===== src/rtl/rsbm_pkg.sv =====
// ----------------------------------------------------------------------------
// rsbm_pkg
// Shared constants, register codes and types of the rotozoom blit mapper.
// ----------------------------------------------------------------------------
package rsbm_pkg;

   // Image limits and fixed point format
   localparam int SRC_MAX_DIM  = 256;
   localparam int DEST_MAX_DIM = 1024;
   localparam int FRAC_BITS    = 12;

   localparam int SRC_COORD_W = $clog2(SRC_MAX_DIM);
   localparam int SRC_AW      = 2 * SRC_COORD_W;
   localparam int SRC_WORDS   = SRC_MAX_DIM * SRC_MAX_DIM;

   // Field widths
   localparam int SRC_SIZE_W  = 9;
   localparam int DEST_SIZE_W = 11;
   localparam int POS_W       = 11;
   localparam int COEF_W      = 16;
   localparam int COLOR_W     = 32;
   localparam int INDEX_W     = 16;
   localparam int OUT_W       = 10;
   localparam int CSR_IDX_W   = 3;
   localparam int CSR_DATA_W  = 16;

   // Arithmetic widths
   localparam int PROD_W = POS_W + COEF_W;
   localparam int SUM_W  = PROD_W + 1;
   localparam int T_W    = SUM_W + 2;

   typedef enum logic [CSR_IDX_W-1:0] {
      CSR_SOURCE_WIDTH  = 3'd0,
      CSR_SOURCE_HEIGHT = 3'd1,
      CSR_DEST_WIDTH    = 3'd2,
      CSR_DEST_HEIGHT   = 3'd3,
      CSR_INSERT_X      = 3'd4,
      CSR_INSERT_Y      = 3'd5,
      CSR_COEF_COS      = 3'd6,
      CSR_COEF_SIN      = 3'd7
   } csr_index_type;

   localparam logic OP_LOAD = 1'b0;
   localparam logic OP_MAP  = 1'b1;

   typedef struct packed {
      logic [SRC_SIZE_W-1:0]  source_width;
      logic [SRC_SIZE_W-1:0]  source_height;
      logic [DEST_SIZE_W-1:0] dest_width;
      logic [DEST_SIZE_W-1:0] dest_height;
      logic signed [POS_W-1:0]  insert_x;
      logic signed [POS_W-1:0]  insert_y;
      logic signed [COEF_W-1:0] coef_cos;
      logic signed [COEF_W-1:0] coef_sin;
   } cfg_type;

   // Memory access issued by the coordinate transform
   typedef struct packed {
      logic               valid;
      logic               is_map;
      logic               hit;
      logic               write;
      logic [SRC_AW-1:0]  addr;
      logic [COLOR_W-1:0] wdata;
      logic [OUT_W-1:0]   dx;
      logic [OUT_W-1:0]   dy;
   } access_type;

endpackage


===== src/rtl/rsbm_xform.sv =====
// ----------------------------------------------------------------------------
// rsbm_xform
// Two stage inverse mapping: destination bounds and products, projections,
// then source coordinate, source bounds and memory address.
// ----------------------------------------------------------------------------
module rsbm_xform (
   input  logic                            clock,
   input  logic                            reset,
   input  logic                            advance,
   input  logic                            in_valid,
   input  logic                            in_opcode,
   input  logic [rsbm_pkg::INDEX_W-1:0]    in_index,
   input  logic [rsbm_pkg::COLOR_W-1:0]    in_color,
   input  logic signed [rsbm_pkg::POS_W-1:0] in_offset_x,
   input  logic signed [rsbm_pkg::POS_W-1:0] in_offset_y,
   input  rsbm_pkg::cfg_type               cfg,
   output rsbm_pkg::access_type            acc
);

   localparam int TW = rsbm_pkg::T_W;
   localparam int FB = rsbm_pkg::FRAC_BITS;
   localparam int CW = rsbm_pkg::SRC_COORD_W;
   localparam int SW = rsbm_pkg::SRC_SIZE_W;
   localparam int DW = rsbm_pkg::DEST_SIZE_W;
   localparam logic signed [TW-1:0] ONE_Q  = TW'(1) << FB;
   localparam logic signed [TW-1:0] FRAC_M = ONE_Q - TW'(1);

   // Saturated dimensions
   logic [SW-1:0] sw_sat, sh_sat;
   logic [DW-1:0] dw_sat, dh_sat;

   assign sw_sat = (cfg.source_width  > SW'(rsbm_pkg::SRC_MAX_DIM)) ?
                   SW'(rsbm_pkg::SRC_MAX_DIM) : cfg.source_width;
   assign sh_sat = (cfg.source_height > SW'(rsbm_pkg::SRC_MAX_DIM)) ?
                   SW'(rsbm_pkg::SRC_MAX_DIM) : cfg.source_height;
   assign dw_sat = (cfg.dest_width    > DW'(rsbm_pkg::DEST_MAX_DIM)) ?
                   DW'(rsbm_pkg::DEST_MAX_DIM) : cfg.dest_width;
   assign dh_sat = (cfg.dest_height   > DW'(rsbm_pkg::DEST_MAX_DIM)) ?
                   DW'(rsbm_pkg::DEST_MAX_DIM) : cfg.dest_height;

   // ---- stage 1: destination check and the four products
   logic signed [rsbm_pkg::POS_W:0] dx_full, dy_full;
   logic                            dest_ok;

   assign dx_full = (rsbm_pkg::POS_W+1)'(cfg.insert_x) + (rsbm_pkg::POS_W+1)'(in_offset_x);
   assign dy_full = (rsbm_pkg::POS_W+1)'(cfg.insert_y) + (rsbm_pkg::POS_W+1)'(in_offset_y);
   assign dest_ok = !dx_full[rsbm_pkg::POS_W] && (dx_full[DW-1:0] < dw_sat) &&
                    !dy_full[rsbm_pkg::POS_W] && (dy_full[DW-1:0] < dh_sat);

   logic                                s1_valid_ff, s1_map_ff;
   logic                                s1_dest_ok_ff;
   logic [rsbm_pkg::OUT_W-1:0]          s1_dx_ff, s1_dy_ff;
   logic signed [rsbm_pkg::PROD_W-1:0]  s1_xc_ff, s1_ys_ff, s1_yc_ff, s1_xs_ff;
   logic [rsbm_pkg::INDEX_W-1:0]        s1_index_ff;
   logic [rsbm_pkg::COLOR_W-1:0]        s1_color_ff;

   always_ff @(posedge clock) begin
      if (reset) begin
         s1_valid_ff <= 1'b0;
      end else if (advance) begin
         s1_valid_ff <= in_valid;
      end
   end

   always_ff @(posedge clock) begin
      if (advance) begin
         s1_map_ff     <= (in_opcode == rsbm_pkg::OP_MAP);
         s1_dest_ok_ff <= dest_ok;
         s1_dx_ff      <= dx_full[rsbm_pkg::OUT_W-1:0];
         s1_dy_ff      <= dy_full[rsbm_pkg::OUT_W-1:0];
         s1_xc_ff      <= in_offset_x * cfg.coef_cos;
         s1_ys_ff      <= in_offset_y * cfg.coef_sin;
         s1_yc_ff      <= in_offset_y * cfg.coef_cos;
         s1_xs_ff      <= in_offset_x * cfg.coef_sin;
         s1_index_ff   <= in_index;
         s1_color_ff   <= in_color;
      end
   end

   // ---- stage 2: projections
   logic signed [rsbm_pkg::SUM_W-1:0] px_in, py_in;

   assign px_in = rsbm_pkg::SUM_W'(s1_xc_ff) + rsbm_pkg::SUM_W'(s1_ys_ff);
   assign py_in = rsbm_pkg::SUM_W'(s1_yc_ff) - rsbm_pkg::SUM_W'(s1_xs_ff);

   logic                              s2_valid_ff, s2_map_ff, s2_dest_ok_ff;
   logic [rsbm_pkg::OUT_W-1:0]        s2_dx_ff, s2_dy_ff;
   logic signed [rsbm_pkg::SUM_W-1:0] s2_px_ff, s2_py_ff;
   logic [rsbm_pkg::INDEX_W-1:0]      s2_index_ff;
   logic [rsbm_pkg::COLOR_W-1:0]      s2_color_ff;

   always_ff @(posedge clock) begin
      if (reset) begin
         s2_valid_ff <= 1'b0;
      end else if (advance) begin
         s2_valid_ff <= s1_valid_ff;
      end
   end

   always_ff @(posedge clock) begin
      if (advance) begin
         s2_map_ff     <= s1_map_ff;
         s2_dest_ok_ff <= s1_dest_ok_ff;
         s2_dx_ff      <= s1_dx_ff;
         s2_dy_ff      <= s1_dy_ff;
         s2_px_ff      <= px_in;
         s2_py_ff      <= py_in;
         s2_index_ff   <= s1_index_ff;
         s2_color_ff   <= s1_color_ff;
      end
   end

   // Source centre in Q format, then subtract one for a negative projection
   // and truncate toward zero.
   logic signed [TW-1:0] cx, cy, tx, ty, tx_adj, ty_adj, sx, sy;
   logic                 src_ok, load_ok;

   assign cx = $signed({{(TW-SW-FB+1){1'b0}}, sw_sat, {(FB-1){1'b0}}});
   assign cy = $signed({{(TW-SW-FB+1){1'b0}}, sh_sat, {(FB-1){1'b0}}});
   assign tx = cx + TW'(s2_px_ff) - (s2_px_ff[rsbm_pkg::SUM_W-1] ? ONE_Q : '0);
   assign ty = cy + TW'(s2_py_ff) - (s2_py_ff[rsbm_pkg::SUM_W-1] ? ONE_Q : '0);
   assign tx_adj = tx[TW-1] ? tx + FRAC_M : tx;
   assign ty_adj = ty[TW-1] ? ty + FRAC_M : ty;
   assign sx = tx_adj >>> FB;
   assign sy = ty_adj >>> FB;

   assign src_ok = !sx[TW-1] && (sx[TW-2:0] < (TW-1)'(sw_sat)) &&
                   !sy[TW-1] && (sy[TW-2:0] < (TW-1)'(sh_sat));
   assign load_ok = 32'(s2_index_ff) < 32'(rsbm_pkg::SRC_WORDS);

   always_comb begin
      acc.valid  = s2_valid_ff;
      acc.is_map = s2_map_ff;
      acc.hit    = s2_map_ff ? (s2_dest_ok_ff && src_ok) : load_ok;
      acc.write  = !s2_map_ff && load_ok;
      acc.addr   = s2_map_ff ? {sy[CW-1:0], sx[CW-1:0]} :
                               s2_index_ff[rsbm_pkg::SRC_AW-1:0];
      acc.wdata  = s2_color_ff;
      acc.dx     = s2_dx_ff;
      acc.dy     = s2_dy_ff;
   end

endmodule

===== config.mk =====
export PLATFORM = sky130hd
export DESIGN_NAME = rsbm_xform
export DESIGN_NICKNAME = d
export VERILOG_FILES = /design/src/rtl/rsbm_pkg.sv /design/src/rtl/rsbm_xform.sv
export SDC_FILE = /design/constraint.sdc
export NUM_CORES = 2
export LEC_CHECK = 0
export BUFFER_PORTS_ARGS = -buffer_cell sky130_fd_sc_hd__clkbuf_2
export CAP_MARGIN = 10
export CORE_MARGIN = 8
export CORE_UTILIZATION = 60
export DETAILED_ROUTE_END_ITERATION = 6
export PLACE_DENSITY = 0.89
export SLEW_MARGIN = 30
export SYNTH_ARGS = -nofsm -noshare
export SYNTH_HDL_FRONTEND = slang
export SYNTH_SLANG_ARGS = --single-unit

===== constraint.sdc =====
create_clock -name clock -period 8.9 [get_ports clock]
set_clock_uncertainty 0.1 [all_clocks]
set_input_delay 1.335 -clock clock [delete_from_list [all_inputs] [get_ports clock]]
set_output_delay 1.335 -clock clock [all_outputs]
set_load 0.03 [all_outputs]

==> run_results.csv <==
group,metric,value,unit
status,run_status,"completed",
setup_path,crit_arrival,6.82,ns
synthesis,yosys-top-cells-count,"inv_1, fa_1, nand2_1, ha_1, and2_1",
drt,vias,32273,
drt,detail_route.iter0.violations,2715,
floorplanning,core-area,71500,um^2
clocking,clkLatencyLatePin,0.58,ns
setup_path,cp-start-kind,"input pin",
synthesis,synth-seq-area-share,21.2,%
setup_path,critical_path.endpoint_type,"output pin",
drt,viasPerCell,5.82,
synthesis,synth-warning-count,0,
setup_path,cp_data_required_time,7.47,ns
setup_path,worst_flop_to_flop_path_endpoint,"s2_py_ff[25]",
setup_path,combined_buffer_and_inverter_count_along_the_critical_path,4,
floorplanning,die_h,285,um
drt,drtAntennaViolNets,0,
timing,final_min_period_over_clock_period,92.7,%
floorplanning,floorplan.initialDensity,60.6,%
setup_path,crit_path_end,"acc[69]",
global_routing,globalRouteMet2Util,46.1,%
timing,slew-limit-headroom,31.3,%
clocking,clock_sinks,306,
timing,rsz_0062_raised_after_global_routing,"no",
drt,wl_per_cell,19.6,um
synthesis,post-synth-top-count-cell,"inv_1",
synthesis,post-synth-top-area-fraction,30.2,%
global_routing,met3_usage,5.38,%
layout,multiInputGateArea,30300,um^2
setup_path,r2r_path_start,"s1_xs_ff[1]",
layout,drive_gt1_share,7.94,%
clocking,numCtsBuffers,35,
synthesis,yosys.cell_types.count,88,
synthesis,synth.area.top_cells,"fa_1, edfxtp_1, ha_1, inv_1, and2_1",
layout,stdcell_area,46500,um^2
layout,layout-area-overhead-vs-synth,7.32,%
layout,finish.utilization,65.0,%
global_routing,globalRoute.busiestLayer,"met2",
job,drv_cap,0,
timing,min_clock_period_post_route,8.25,ns
timing,max_clock_freq,0.121,GHz
setup_path,cpPeakStageDelay,0.76,ns
timing,number_of_hold_violations_in_the_final_report,0,
worst_hold_path,min_delay_path_class,"flip-flop to flip-flop",
synthesis,ys_async_sr_fraction,0,%
setup_path,crit_chain,"clkbuf_2 -> clkinv_1 -> nand2_1 -> fa_1 -> inv_1 -> ha_1 -> a21oi_1 -> o21ai_0 -> o311ai_0 -> nand2b_1 -> and3b_1 -> nand2_1 -> xnor2_1 -> ha_1 -> a21oi_1 -> nor2b_1 -> o21ai_0 -> nand4_1 -> nor3_1 -> o2111ai_1 -> o31ai_2 -> clkbuf_2",
floorplanning,io_pins,241,
placement,dp_hpwl,84.3,mm
clocking,hold_buffers_post_cts,0,
global_routing,pin_count_of_the_biggest_net_entering_global_routing,87,
setup_path,worst_path_max_delay_cell,"o311ai_0",
placement,routabilityCongestion,0.908,
drt,firstDrtPassIters,6,
clocking,cts_max_level,2,
floorplanning,dieArea,81000,um^2
placement,port_buffers,240,
clocking,cts_root_buffer,"clkbuf_16",
synthesis,post_synth.cell_area_avg,9.79,um^2
setup_path,worst-path-stages,22,
synthesis,synth_edf_count,304,
placement,detailed_place.area,45200,um^2
synthesis,yosys_register_bits,306,
clocking,clock_slew_at_the_register_clock_pins_of_the_worst_setup_and_hold_paths,0.06,ns
drt,route.final.wire_length,109,mm
clocking,post-cts-setup-buffers,0,
synthesis,synth_area_leader_cell,"fa_1",
setup_path,cp-startpoint,"cfg[84]",
setup_path,timing.setup.critical_path_class,"input pin to output pin",
timing,setup_tns,0,ns
global_routing,first_global_vias,34725,
global_routing,use_met1,32.4,%
global_routing,wire_length_of_the_first_global_routing_pass,177,mm
floorplanning,rows,98,
timing,finalSetupViolCount,0,
global_routing,grt.total_usage,26.9,%
setup_path,path_max_fanout,9,
timing,slew_at_the_pin_closest_to_its_max_slew_limit,1.03,ns
drt,route.detailed.drc,0,
setup_path,cp_top_family,"compound AO/OA/AOI/OAI gates",
clocking,cts_repair_resize_count,0,
layout,fill_cells,5299,
setup_path,worst-r2r-setup-slack,4.18,ns
synthesis,synthFlopType,"edfxtp_1",
synthesis,netlist_instances,4421,
synthesis,synth_nets,5657,
setup_path,r2r_cells,14,
clocking,clock_path_buffers,3,
layout,layout.nets,5797,
global_routing,grt-ovfl-total,0,
timing,final_max_slew_viol_count,0,
clocking,cts_tree,"done",
synthesis,synth.cell_area,43300,um^2
global_routing,number_of_antenna_violations_at_the_first_check_in_global_routing,14,
floorplanning,die_width,285,um
layout,sequential_cell_area,9170,um^2
==> flip-flops by register name, indices dropped and copies added, names as in the netlist, 27 cells and up <==
| register | flops |
|---|---|
| s2_px_ff | 28 |
| s1_color_ff | 32 |
| s1_xc_ff | 27 |
| s2_py_ff | 28 |
| s2_color_ff | 32 |
| s1_ys_ff | 27 |
| s1_xs_ff | 27 |
| s1_yc_ff | 27 |
==> cell families (layout without fill, tap and decap cells) <==
kind of cell	after synthesis	count (layout)	share of synthesized area, %
compound gates	519	519	7.92
xor+xnor	221	221	4.47
fa+ha+maj	1067	1067	42.2
buf+inv	999	1164	8.72
flops	306	306	21.2
mux	16	16	0.402
other cells	0	7	0
simple gates	1293	1293	15.1
==> how the worst min path moves through the flow <==
| stage | cells past startpoint | slack [ns] | to | from |
|---|---|---|---|---|
| floorplan | 0 | 0.30 | s2_color_ff[0] | s1_color_ff[0] |
| global placement | 0 | 0.30 | s2_color_ff[26] | s1_color_ff[26] |
| detailed placement | 0 | 0.31 | s2_color_ff[26] | s1_color_ff[26] |
| CTS | 0 | 0.31 | s2_color_ff[30] | s1_color_ff[30] |
| global route | 0 | 0.31 | s2_color_ff[7] | s1_color_ff[7] |
| finish | 0 | 0.31 | s2_color_ff[30] | s1_color_ff[30] |
==> cell usage in the layout (no fill, tap or decap), types with 7 or more instances in the layout <==
master	count
a211o_1	10
a211oi_1	12
a21boi_0	11
a21o_1	45
a21oi_1	156
a31o_2	13
a31oi_1	17
a41o_1	8
a41oi_1	10
and2_1	354
and3_1	24
buf_4	17
clkbuf_16	35
clkbuf_2	239
clkinv_1	8
diode_2	7
edfxtp_1	304
fa_1	654
ha_1	413
inv_1	839
mux2_2	11
nand2_1	432
nand2b_1	78
nand3_1	53
nand4_1	15
nor2_1	161
nor2b_1	40
nor3_1	72
nor4_1	8
o211ai_1	13
o21a_1	27
o21ai_0	99
o21bai_1	26
o31ai_1	9
or2_2	8
or3_1	20
xnor2_1	176
xor2_1	45
==> per-stage QoR <==
stage / setup WS (ns) / cells / hold WS (ns)
finish: 0.650 / 5543 / 0.309
global route: 0.140 / 5537 / 0.313
CTS: 0.714 / 5536 / 0.307
detailed placement: 0.729 / 5474 / 0.305
global placement: 0.874 / 5474 / 0.300
floorplan: 1.60 / 4421 / 0.300
==> layout make-up <==
cell class	count	area share, %
Multi-Input combinational cell	3116	65.3
Antenna cell	7	0.0377
Clock buffer	38	1.91
Tap cell	950	2.56
Timing Repair Buffer	259	2.93
Clock inverter	24	0.698
Inverter	843	6.81
Sequential cell	306	19.7
==> routing by layer <==
| layer | up-vias | share of wire (%) |
|---|---|---|
| met1 | 15926 | 37 |
| met2 | 1593 | 49 |
| met5 | - | 0.064 |
| met4 | 10 | 5.3 |
| li1 | 14384 | - |
| met3 | 360 | 8.9 |
Power is not shown: default switching activity piles up to over one toggle a cycle in this logic, so the estimate is an artifact.
